**src/rtl/lbp_pkg.sv**
```systemverilog
package lbp_pkg;

  // APB register map, byte addresses
  localparam logic [2:0] REG_ADDR_WIDTH  = 3'd0;
  localparam logic [2:0] REG_ADDR_HEIGHT = 3'd4;

  localparam logic [10:0] WIDTH_RESET  = 11'd640;
  localparam logic [15:0] HEIGHT_RESET = 16'd480;

  // queue between front and back
  localparam int Q_DEPTH = 4;
  localparam int Q_AW    = 2;
  localparam int Q_LW    = 3;

  // complete 3x3 neighborhood of one interior pixel
  typedef struct packed {
    logic [7:0] tl;
    logic [7:0] t;
    logic [7:0] tr;
    logic [7:0] r;
    logic [7:0] br;
    logic [7:0] b;
    logic [7:0] bl;
    logic [7:0] l;
    logic [7:0] ctr;
    logic       last;
  } lbp_win_t;

  typedef struct packed {
    logic            empty;
    logic [Q_LW-1:0] level;
  } lbp_qstat_t;

endpackage

```
**src/rtl/lbp_back.sv**
```systemverilog
module lbp_back (
  input  logic                clk,
  input  logic                rst_n,
  input  lbp_pkg::lbp_qstat_t q_stat,
  input  lbp_pkg::lbp_win_t   q_word,
  output logic                pop,
  output logic                out_valid,
  input  logic                out_ready,
  output logic [7:0]          out_code,
  output logic                out_last
);

  logic       valid_r;
  logic [7:0] code_r, code_nxt;
  logic       last_r;

  always_comb begin
    code_nxt[7] = q_word.tl > q_word.ctr;
    code_nxt[6] = q_word.t  > q_word.ctr;
    code_nxt[5] = q_word.tr > q_word.ctr;
    code_nxt[4] = q_word.r  > q_word.ctr;
    code_nxt[3] = q_word.br > q_word.ctr;
    code_nxt[2] = q_word.b  > q_word.ctr;
    code_nxt[1] = q_word.bl > q_word.ctr;
    code_nxt[0] = q_word.l  > q_word.ctr;
  end

  assign pop = !q_stat.empty && (!valid_r || out_ready);

  always_ff @(posedge clk) begin
    if (!rst_n) begin
      valid_r <= 1'b0;
    end else if (pop) begin
      valid_r <= 1'b1;
    end else if (out_ready) begin
      valid_r <= 1'b0;
    end
  end

  always_ff @(posedge clk) begin
    if (pop) begin
      code_r <= code_nxt;
      last_r <= q_word.last;
    end
  end

  assign out_valid = valid_r;
  assign out_code  = code_r;
  assign out_last  = last_r;

endmodule

```
**config.mk**
```make
export PLATFORM = sky130hd
export DESIGN_NAME = lbp_back
export DESIGN_NICKNAME = d
export VERILOG_FILES = /design/src/rtl/lbp_pkg.sv /design/src/rtl/lbp_back.sv
export SDC_FILE = /design/constraint.sdc
export NUM_CORES = 1
export LEC_CHECK = 0
export BUFFER_PORTS_ARGS = -buffer_cell sky130_fd_sc_hd__buf_2
export CAP_MARGIN = 5
export CORE_MARGIN = 3
export CORE_UTILIZATION = 48
export CTS_BUF_LIST = sky130_fd_sc_hd__clkbuf_2
export DETAILED_ROUTE_END_ITERATION = 12
export GPL_ROUTABILITY_DRIVEN = 0
export PLACE_DENSITY_LB_ADDON = 0.2
export SYNTH_ARGS = -nofsm -noshare
export SYNTH_HDL_FRONTEND = slang
export SYNTH_SLANG_ARGS = --single-unit
export TNS_END_PERCENT = 1
```
**constraint.sdc**
```tcl
create_clock -name clk -period 1.6 [get_ports clk]
set_input_delay 0 -clock clk [delete_from_list [all_inputs] [get_ports clk]]
set_output_delay 0 -clock clk [all_outputs]
set_load 0.01 [all_outputs]
```
==> results.yml <==
finish:
  final_area_mm2: 0.00237
  antenna_cells: 0
  instances_no_fill: 322
  syn2layout_area_growth_pct: 30.9
  layout-drive-gt1-share: 0.424
  final_nets: 421
routing:
  dr.pass1.iters: 4
  wirelength_mm: 4.56
  drt_iter0_markers: 55
  num_vias: 1713
  drtAntennaViolNets: 0
  detail_route.wl_per_cell_um: 14.1
  drc: 0
  vias_per_cell: 5.32
timing:
  setup_viol: 0
  tightest_slew_ns: 0.437
  slew_headroom: 0.708
  drv_slew: 0
  period_share: 0.782
  hold-worst-slack_ns: 0.278
  hold_viol: 0
  timing.fmax_mhz: 799
  fin_ws_ns: 0.349
  fin_crit_ns: 1.25
  skew_ns: 0.00623
  final.setup.tns_ns: 0
  rsz0062_at_grt: "no"
place:
  postPlaceCellArea_mm2: 0.00232
  io_buffers: 87
  pre_cts_slack_ns: 0.129
  dp_hpwl_mm: 3.73
  dp_cells: 315
power:
  p_sw_frac: 0.364
  powerDensity_mw_per_mm2: 440
  clkPwrFrac: 0.153
  peakVddDrop_mv: 0.226
  power.internal_mw: 0.662
  power_switching_mw: 0.379
  seq_power_share: 0.309
  p_leak_nw: 1.25
  combPwrFrac: 0.539
floorplanning:
  die-height_um: 67.4
  die_x_um: 67.4
  ios: 91
  fp-row-count: 21
  core-area_mm2: 0.00347
  start_util: 0.521
  die-area_mm2: 0.00454
worst_setup_path:
  endpoint: "out_valid"
  path_depth: 3
  reg2reg_depth: 3
  path_buf_inv: 1
  path_class: "reg -> reg"
  r2r_end: "out_valid"
  r2r_slack_ns: 0.35
  critical_path_required_ns: 1.80
  path_delay_family: "buffers and inverters"
  crit_path_end_kind: "flip-flop"
  start_kind: "flip-flop"
  crit_chain: "nand2b_1 > a21boi_0 > dlygate4sd3_1"
  cp_slowest_cell: "dlygate4sd3_1"
  r2r_start: "out_valid"
  crit_path_start: "out_valid"
  critical_path.max_stage_delay_ns: 0.57
  worstPathArrival_ns: 1.45
  cp_max_fo: 2
outcome:
  outcome: "finished, final reports clean"
yosys:
  syn_inst: 180
  syn_area_mm2: 0.00181
  seq_area_frac_synth: 0.161
  synth_cell_types: 15
  synth_nets: 324
  ys_seq_elements: 10
  ys_warn_count: 0
  avgSynthCellArea_um2: 10.0
clock_tree:
  clock_latency_ns: 0.25
  cts_root_buf: "clkbuf_2"
  cts_tree: "built"
  cts_sinks: 10
  cts_resized: 0
  clockBufferDepth: 2
  cts_made_buffers: 3
  htree_levels: 1
  cts.clk_slew.worst_paths_ns: 0.11
global_routing:
  antenna_found_initial: 0
  grtUsageTotal: 0.207
  grt_pass1_wl_mm: 7.14
  grt_pass1_vias: 1701
  grt_max_degree: 9
  grt_overflow_total: 0
min_path:
  hold_path_class: "in -> reg"
flow_run:
  cap_viol_max_count: 0
power groups by stage:
| stage | Clock [mW] | Combinational (mW) | Sequential (mW) |
|---|---|---|---|
| after detailed placement | 0 | 0.554 | 0.327 |
| after global routing | 0.182 | 0.639 | 0.324 |
| after floorplan | 0 | 0.343 | 0.340 |
| after CTS | 0.170 | 0.563 | 0.321 |
| after global placement | 0 | 0.540 | 0.327 |
| final | 0.159 | 0.561 | 0.321 |
sequential cells by signal (all words and copies together) (netlist names):
| signal | flops |
|---|---|
| out_code | 8 |
| out_last | 1 |
| out_valid | 1 |
placed cells by master, fill, tap and decap left out:
| master | netlist | routed |
|---|---|---|
| a21boi_0 | 1 | 1 |
| a21oi_2 | 8 | 8 |
| dlygate4sd3_1 | 0 | 3 |
| clkbuf_2 | 0 | 4 |
| buf_2 | 0 | 87 |
| inv_1 | 15 | 15 |
| nor2b_1 | 1 | 1 |
| o21ai_0 | 8 | 8 |
| nand2b_1 | 1 | 1 |
| dfxtp_1 | 1 | 1 |
| nor2b_4 | 8 | 8 |
| o211ai_2 | 8 | 8 |
| nand4_1 | 16 | 16 |
| edfxtp_1 | 9 | 9 |
| o22a_1 | 8 | 8 |
| a21oi_1 | 24 | 24 |
| nand2_1 | 8 | 8 |
| buf_4 | 0 | 2 |
| ha_1 | 64 | 64 |
worst min-delay path by stage:
stage,to,depth (start not counted),startpoint
finish,out_code[0],5,q_word[16]
global route,out_code[0],5,q_word[16]
CTS,out_code[0],5,q_word[16]
detailed placement,out_last,1,q_word[0]
global placement,out_last,1,q_word[0]
floorplan,out_last,0,q_word[0]
metal layers:
| metal | global-route usage | up-vias | part of all wire |
|---|---|---|---|
| li1 | - | 905 | - |
| met1 | 0.240 | 752 | 0.42 |
| met2 | 0.401 | 52 | 0.51 |
| met3 | 0.0233 | 4 | 0.058 |
| met4 | 0.0456 | 0 | 0.0081 |
| met5 | 0 | - | 0 |
worst reg2reg max path: stages (launching register included):
cell	delay [ns]
dfxtp_1	0.34
nand2b_1	0.08
a21boi_0	0.21
dlygate4sd3_1	0.57
Yosys cell counts:
cell type,n,area (µm²)
ha_1,64,801
a21oi_1,24,120
nand4_1,16,100
inv_1,15,56.3
edfxtp_1,9,270
a21oi_2,8,70.1
nand2_1,8,30.0
nor2b_4,8,110
o211ai_2,8,100
o21ai_0,8,40.0
o22a_1,8,70.1
a21boi_0,1,7.51
dfxtp_1,1,20.0
nand2b_1,1,6.26
nor2b_1,1,6.26
area by class of cell:
| cell class | instances | area, µm² |
|---|---|---|
| fillers | 293 | 1100 |
| well taps | 46 | 57.6 |
| multi-input cells | 155 | 1460 |
| flip-flops and latches | 10 | 290 |
| inverters | 15 | 56.3 |
| clock buffers | 4 | 20.0 |
| repair buffers | 92 | 480 |
cell families after synthesis:
family | share of synthesized area
fa+ha+maj | 0.443
compound gates | 0.226
simple gates | 0.140
buf+inv | 0.0311
flops | 0.161
repair_timing:
action	CTS	global route
hold buffers	3	0
setup buffers	0	0
hold endpoints to repair	2	0
per-stage QoR:
| step | power, mW | util |
|---|---|---|
| final | 1.04 | 0.682 |
| after global routing | 1.14 | 0.682 |
| after CTS | 1.05 | 0.682 |
| after detailed placement | 0.881 | 0.668 |
| after global placement | 0.868 | 0.668 |
| after floorplan | 0.683 | - |
Power figures use the tool's default switching activity.
