File: src/rtl/lbp_pkg.sv
package lbp_pkg;

  // APB register map, byte addresses
  localparam logic [2:0] REG_ADDR_WIDTH  = 3'd0;
  localparam logic [2:0] REG_ADDR_HEIGHT = 3'd4;

  localparam logic [10:0] WIDTH_RESET  = 11'd640;
  localparam logic [15:0] HEIGHT_RESET = 16'd480;

  // queue between front and back
  localparam int Q_DEPTH = 4;
  localparam int Q_AW    = 2;
  localparam int Q_LW    = 3;

  // complete 3x3 neighborhood of one interior pixel
  typedef struct packed {
    logic [7:0] tl;
    logic [7:0] t;
    logic [7:0] tr;
    logic [7:0] r;
    logic [7:0] br;
    logic [7:0] b;
    logic [7:0] bl;
    logic [7:0] l;
    logic [7:0] ctr;
    logic       last;
  } lbp_win_t;

  typedef struct packed {
    logic            empty;
    logic [Q_LW-1:0] level;
  } lbp_qstat_t;

endpackage

File: src/rtl/lbp_queue.sv
module lbp_queue (
  input  logic                clk,
  input  logic                rst_n,
  input  logic                push,
  input  lbp_pkg::lbp_win_t   push_word,
  input  logic                pop,
  output lbp_pkg::lbp_win_t   pop_word,
  output lbp_pkg::lbp_qstat_t stat
);

  lbp_pkg::lbp_win_t mem [lbp_pkg::Q_DEPTH];

  logic [lbp_pkg::Q_AW-1:0] wr_ptr_r, rd_ptr_r;
  logic [lbp_pkg::Q_LW-1:0] level_r, level_nxt;

  always_comb begin
    level_nxt = level_r;
    if (push && !pop) level_nxt = level_r + lbp_pkg::Q_LW'(1);
    if (pop && !push) level_nxt = level_r - lbp_pkg::Q_LW'(1);
  end

  always_ff @(posedge clk) begin
    if (!rst_n) begin
      wr_ptr_r <= '0;
      rd_ptr_r <= '0;
      level_r  <= '0;
    end else begin
      level_r <= level_nxt;
      if (push) wr_ptr_r <= wr_ptr_r + lbp_pkg::Q_AW'(1);
      if (pop)  rd_ptr_r <= rd_ptr_r + lbp_pkg::Q_AW'(1);
    end
  end

  always_ff @(posedge clk) begin
    if (push) mem[wr_ptr_r] <= push_word;
  end

  assign pop_word   = mem[rd_ptr_r];
  assign stat.level = level_r;
  assign stat.empty = (level_r == '0);

endmodule

File: config.mk
export PLATFORM = sky130hd
export DESIGN_NAME = lbp_queue
export DESIGN_NICKNAME = d
export VERILOG_FILES = /design/src/rtl/lbp_pkg.sv /design/src/rtl/lbp_queue.sv
export SDC_FILE = /design/constraint.sdc
export NUM_CORES = 1
export LEC_CHECK = 0
export BUFFER_PORTS_ARGS = -buffer_cell sky130_fd_sc_hd__buf_2
export CORE_MARGIN = 2
export CORE_UTILIZATION = 57
export CTS_CLUSTER_SIZE = 12
export DETAILED_ROUTE_END_ITERATION = 8
export PLACE_DENSITY = 0.87
export SLEW_MARGIN = 15
export SYNTH_ARGS = -nofsm -noshare
export SYNTH_HDL_FRONTEND = slang
export SYNTH_SLANG_ARGS = --single-unit
File: constraint.sdc
create_clock -name clk -period 3.7 [get_ports clk]
set_clock_uncertainty 0.15 [all_clocks]
set_input_delay 1.11 -clock clk [delete_from_list [all_inputs] [get_ports clk]]
set_output_delay 1.11 -clock clk [all_outputs]
set_load 0.05 [all_outputs]
==> impl_metrics.tcl, run 1 <==
set metrics [dict create \
    grt_pass1_vias 5351 \
    powerDensity_nw_per_um2 600 \
    ctsHtreeMaxLevel 1 \
    track_usage 0.195 \
    final-max-slew-violation-count 0 \
    std_cell_rows 50 \
    layout.nets 691 \
    cp_max_fo 23 \
    fmax_mhz 283 \
    ir_worst_vdd_mv 0.455 \
    grt_pass1_wl_um 30100 \
    globalplace.congestion 0.713 \
    viasPerCell 5.57 \
    worstPathRequired_ns 2.44 \
    drc 0 \
    whs_path_depth 2 \
    period_minus_slack_ns 3.54 \
    synth_seq_area_share 0.810 \
    min_path_type "register to register" \
    crit_path_end_kind "output port" \
    synth_cells 426 \
    die_area_sq_um 20500 \
    numCtsBuffers 31 \
    postPlaceCellArea_sq_um 12100 \
    status "completed" \
    cts.clk_slew.worst_paths_ns 0.05 \
    rsz0062_at_grt "false" \
    max-clock-path-buffers 3 \
    tns_ns 0 \
    antenna_found_initial 3 \
    synth_cell_types 21 \
    cts-root-buf "clkbuf_16" \
    place_hpwl_um 12100 \
    cts_tree "done" \
    synth-seq-cells 301 \
    syn_avg_cell_area_sq_um 25.9 \
    final_cell_area_sq_um 13000 \
    io_pins 154 \
    critPathKind "register to output port" \
    io_buffer_count 153 \
    postCtsHoldBufs 0 \
    die_y_um 143 \
    drt_iter0_markers 371 \
    vias 4950 \
    clock-sinks 301 \
    start_kind "register" \
    netlist_area_sq_um 11100 \
    wl_per_cell_um 22.1 \
    postRouteAntennaNets 0 \
    setup_viol 0 \
    die_x_um 143 \
    hold_viol 0 \
    cts_resized 0 \
    start_util 0.585 \
    postCtsSetupBuffers 0 \
    worst_slew_margin_rel 0.579 \
    p_leak_nw 4.41 \
    tightestPinTransition_ns 0.631 \
    coreArea_sq_um 18900 \
    worstPathArrival_ns 2.28 \
    max-cap-violations 0 \
    mappedNetlistNets 509 \
    post-route-period-util 0.956 \
    grt_start_max_net_pins 43 \
    gr-total-overflow 0 \
    r2r_cells 4 \
    dr.pass1.iters 4 \
    clk_latency_ns 0.53 \
    drive_above_1_share 0.444 \
    synthToLayoutAreaGrowth_pct 17.9 \
    yosys_warnings 0 \
    routed_wl_um 19600 \
]
stage by stage:
stage	instances	total power [mW]	hold WS [ns]	setup slack (ns)	util
CTS	886	7.88	0.400	0.0891	0.690
detailed placement	835	5.16	0.393	0.670	0.643
global route	886	8.06	0.445	0.0184	0.690
global placement	835	5.13	0.340	0.666	0.643
finish	888	7.82	0.403	0.164	0.690
floorplan	426	4.89	0.378	0.294	-
placed cells by master (no fill, tap or decap), types with 4 or more instances in the layout:
cell type / instances
clkinv_1: 6
dfxtp_1: 7
mux4_2: 72
buf_12: 7
buf_4: 5
and2_1: 6
edfxtp_1: 292
inv_1: 6
clkbuf_16: 31
and2_4: 4
clkbuf_1: 10
ha_1: 5
buf_2: 153
worst max-delay path, cell delays in order (launching register included):
cell and delay (ns):
dfxtp_4 0.67, buf_12 0.28, mux4_2 0.55, buf_2 0.23
cell usage after synthesis:
cell / count / area share
fa_1: 1 / 0.0018
clkbuf_2: 1 / 0.00045
edfxtp_1: 292 / 0.79
and2_1: 10 / 0.0057
mux2i_1: 1 / 0.00091
buf_12: 7 / 0.013
or3_1: 1 / 0.00057
nand2_1: 2 / 0.00068
dfxtp_1: 9 / 0.016
buf_6: 1 / 0.0010
nor2b_1: 1 / 0.00057
inv_1: 6 / 0.0020
ha_1: 5 / 0.0057
nor3_1: 1 / 0.00045
buf_2: 7 / 0.0032
mux4_1: 1 / 0.0024
xor2_1: 3 / 0.0024
xnor2_1: 2 / 0.0016
a21boi_0: 1 / 0.00068
o21ai_0: 2 / 0.00091
mux4_2: 72 / 0.15
cells by family (layout without fill, tap and decap cells):
family                   Yosys count  after routing  synth area share
flip-flops                       301            301             0.810
AND/OR/NAND/NOR                   15             15           0.00793
multiplexers                      74             74             0.150
buffers and inverters             22            222            0.0194
other                              0              2                 0
AO/OA/AOI/OAI                      3              3           0.00159
adder cells (fa/ha/maj)            6              6           0.00747
XOR/XNOR                           5              5           0.00396
final timing paths:
check,startpoint,end,slack [ns]
min reg2reg,level_r[2],level_r[2],0.40
min,level_r[2],level_r[2],0.40
max reg2reg,wr_ptr_r[0],mem[0][31],1.75
max,register,pop_word[29],0.16
registers in the layout (all words and copies together) (netlist names), named ones only:
register and cells:
wr_ptr_r 2, rd_ptr_r 2, level_r 3, mem 292
power by group:
part,internal (mW),switching (mW),total (mW)
clock,1.59,1.15,2.73
sequential,3.92,0.0693,3.98
combinational,0.341,0.759,1.10
total,5.84,1.97,7.82
layer usage:
metal / vias to the layer above / track usage / share of wire
met5: - / 0 / 0.0016
met4: 4 / 0.0423 / 0.022
met3: 35 / 0.0463 / 0.067
met2: 169 / 0.338 / 0.51
met1: 2560 / 0.256 / 0.40
li1: 2182 / - / -
cell type report:
| class | instances | area (sq um) |
|---|---|---|
| inverter | 6 | 22.5 |
| multi-input combinational | 103 | 1900 |
| antenna | 2 | 5.00 |
| fill | 1172 | 5860 |
| sequential | 301 | 8960 |
| clock buffer | 41 | 813 |
| tap | 260 | 325 |
| clock inverter | 10 | 67.6 |
| timing repair buffer | 165 | 943 |
(Power assumes the default switching activity.)
==> run 2: changes to the inputs <==
CORE_ASPECT_RATIO = 0.7   (was unset)
==> run 2 against run 1 <==
Effect of this change:
- sequential power about the same
- cell count fell by 0.45%
- global-route usage about the same
- total power fell by 2.3%
==> impl_metrics.tcl, run 2 (same netlist as run 1, synthesis figures left out) <==
set metrics [dict create \
    status "completed" \
    antenna_found_initial 3 \
    die_y_um 121 \
    cts_tree "done" \
    p_int_mw 5.68 \
    final-max-slew-violation-count 0 \
    cpPeakStageDelay_ns 0.56 \
    hold_viol 0 \
    grt_pass1_wl_um 29800 \
    worstPathRequired_ns 2.44 \
    ctsHtreeMaxLevel 1 \
    crit_path_end_kind "output port" \
    viasPerCell 5.73 \
    start_kind "register" \
    dr.pass1.iters 4 \
    routed_wl_um 19800 \
    period_minus_slack_ns 3.46 \
    setup_viol 0 \
    powerDensity_nw_per_um2 590 \
    critPathKind "register to output port" \
    numCtsBuffers 29 \
    wl_met2_um 9500 \
    drt_iter0_markers 504 \
    power_frac_comb 0.146 \
    clock-sinks 301 \
    wl_met3_um 1340 \
    grt_start_max_net_pins 39 \
    p_leak_nw 4.36 \
    min_path_type "register to register" \
    clk_latency_ns 0.52 \
    slowest_stage "dfxtp_4" \
    path_delay_family "flip-flops" \
    drive_above_1_share 0.442 \
    postRouteAntennaNets 0 \
    cts-root-buf "clkbuf_16" \
    switchingPower_mw 1.95 \
    grt_pass1_vias 5187 \
    fmax_mhz 289 \
    tns_ns 0 \
    dr.max_layer_used "met5" \
    layout_commonest_cell "edfxtp_1" \
    wl_per_cell_um 22.4 \
    max-cap-violations 0 \
    cp_max_fo 13 \
    ir_worst_vdd_mv 0.514 \
    postCtsHoldBufs 0 \
    start_util 0.583 \
    worst_slew_margin_rel 0.614 \
    gr-total-overflow 0 \
    reg_top3 "mem x292, level_r x3" \
    layout.nets 689 \
    tightestPinTransition_ns 0.579 \
    clockPowerShare 0.333 \
    io_buffer_count 153 \
    die_area_sq_um 20500 \
    power_mw 7.64 \
    largest-register "mem" \
    worstPathArrival_ns 2.20 \
    place_hpwl_um 12200 \
    post-route-period-util 0.936 \
    crit_buf_inv 2 \
    io_pins 154 \
    track_usage 0.195 \
    swShare 0.256 \
    synthToLayoutAreaGrowth_pct 17.2 \
    std_cell_rows 42 \
    largest_reg_flops 292 \
    drc 0 \
    cp_cell_sequence "buf_4, mux4_2, buf_2" \
    coreArea_sq_um 19000 \
    seq_power_share 0.520 \
    rsz0062_at_grt "false" \
    wl_met1_um 8680 \
    globalplace.congestion 0.743 \
    vias 5062 \
    worst_hold_slack_ns 0.386 \
    layout_common_cells "edfxtp_1, buf_2, mux4_2" \
    die_x_um 170 \
    cts.clk_slew.worst_paths_ns 0.06 \
    max-clock-path-buffers 3 \
]
run 2: cell types whose count changed in the layout (fill, tap and decap cells not counted), sizes merged:
cell    delta
clkbuf     +1
clkinv     -9
inv        +1
bufinv     -1
run 2: power groups by stage:
stage / logic (mW) / clock network, mW / registers (mW)
3_3_place_gp: 1.09 / 0 / 4.04
6_report: 1.12 / 2.55 / 3.97
3_5_place_dp: 1.11 / 0 / 4.06
4_1_cts: 1.12 / 2.58 / 3.98
2_1_floorplan: 0.849 / 0 / 4.04
5_1_grt: 1.18 / 2.73 / 3.99
run 2: repair_timing:
action                     in CTS  in global routing
hold endpoints to repair        0                  0
resized for setup               0                  0
buffers inserted                0                  1
setup endpoints to repair       0                 12
run 2: layer usage:
layer,GRT usage,vias up
li1,-,2172
met1,0.286,2684
met2,0.312,174
met3,0.0426,30
met4,0.0406,2
met5,0,-
run 2: final cells by class:
class | instances | area, sq um
diodes | 2 | 5.00
clock buffers | 42 | 774
clock inverters | 1 | 8.76
fillers | 1154 | 6020
inverters | 6 | 22.5
multi-input cells | 103 | 1900
flip-flops and latches | 301 | 8960
well taps | 264 | 330
repair buffers | 165 | 951
run 2: worst min-delay path, stage by stage (launching register included):
cell and delay (ns):
dfxtp_1 0.33, o21ai_0 0.08, a21boi_0 0.08
run 2: metrics by stage:
| step | area (sq um) | setup WS (ns) | util | instances |
|---|---|---|---|---|
| finish | 12900 | 0.238 | 0.682 | 884 |
| global route | 12900 | 0.120 | 0.682 | 882 |
| CTS | 12900 | 0.0151 | 0.681 | 881 |
| detailed placement | 12100 | 0.577 | 0.639 | 838 |
| global placement | 12100 | 0.597 | 0.639 | 838 |
| floorplan | 11100 | 0.294 | - | 426 |
run 2: worst paths after layout:
kind | from | end | slack (ns) | depth (start not counted)
hold reg to reg | level_r[2] | level_r[2] | 0.39 | 2
hold / removal | level_r[2] | level_r[2] | 0.39 | 2
setup reg to reg | wr_ptr_r[0] | mem[1][9] | 1.76 | 3
setup / recovery | register | pop_word[64] | 0.24 | 3
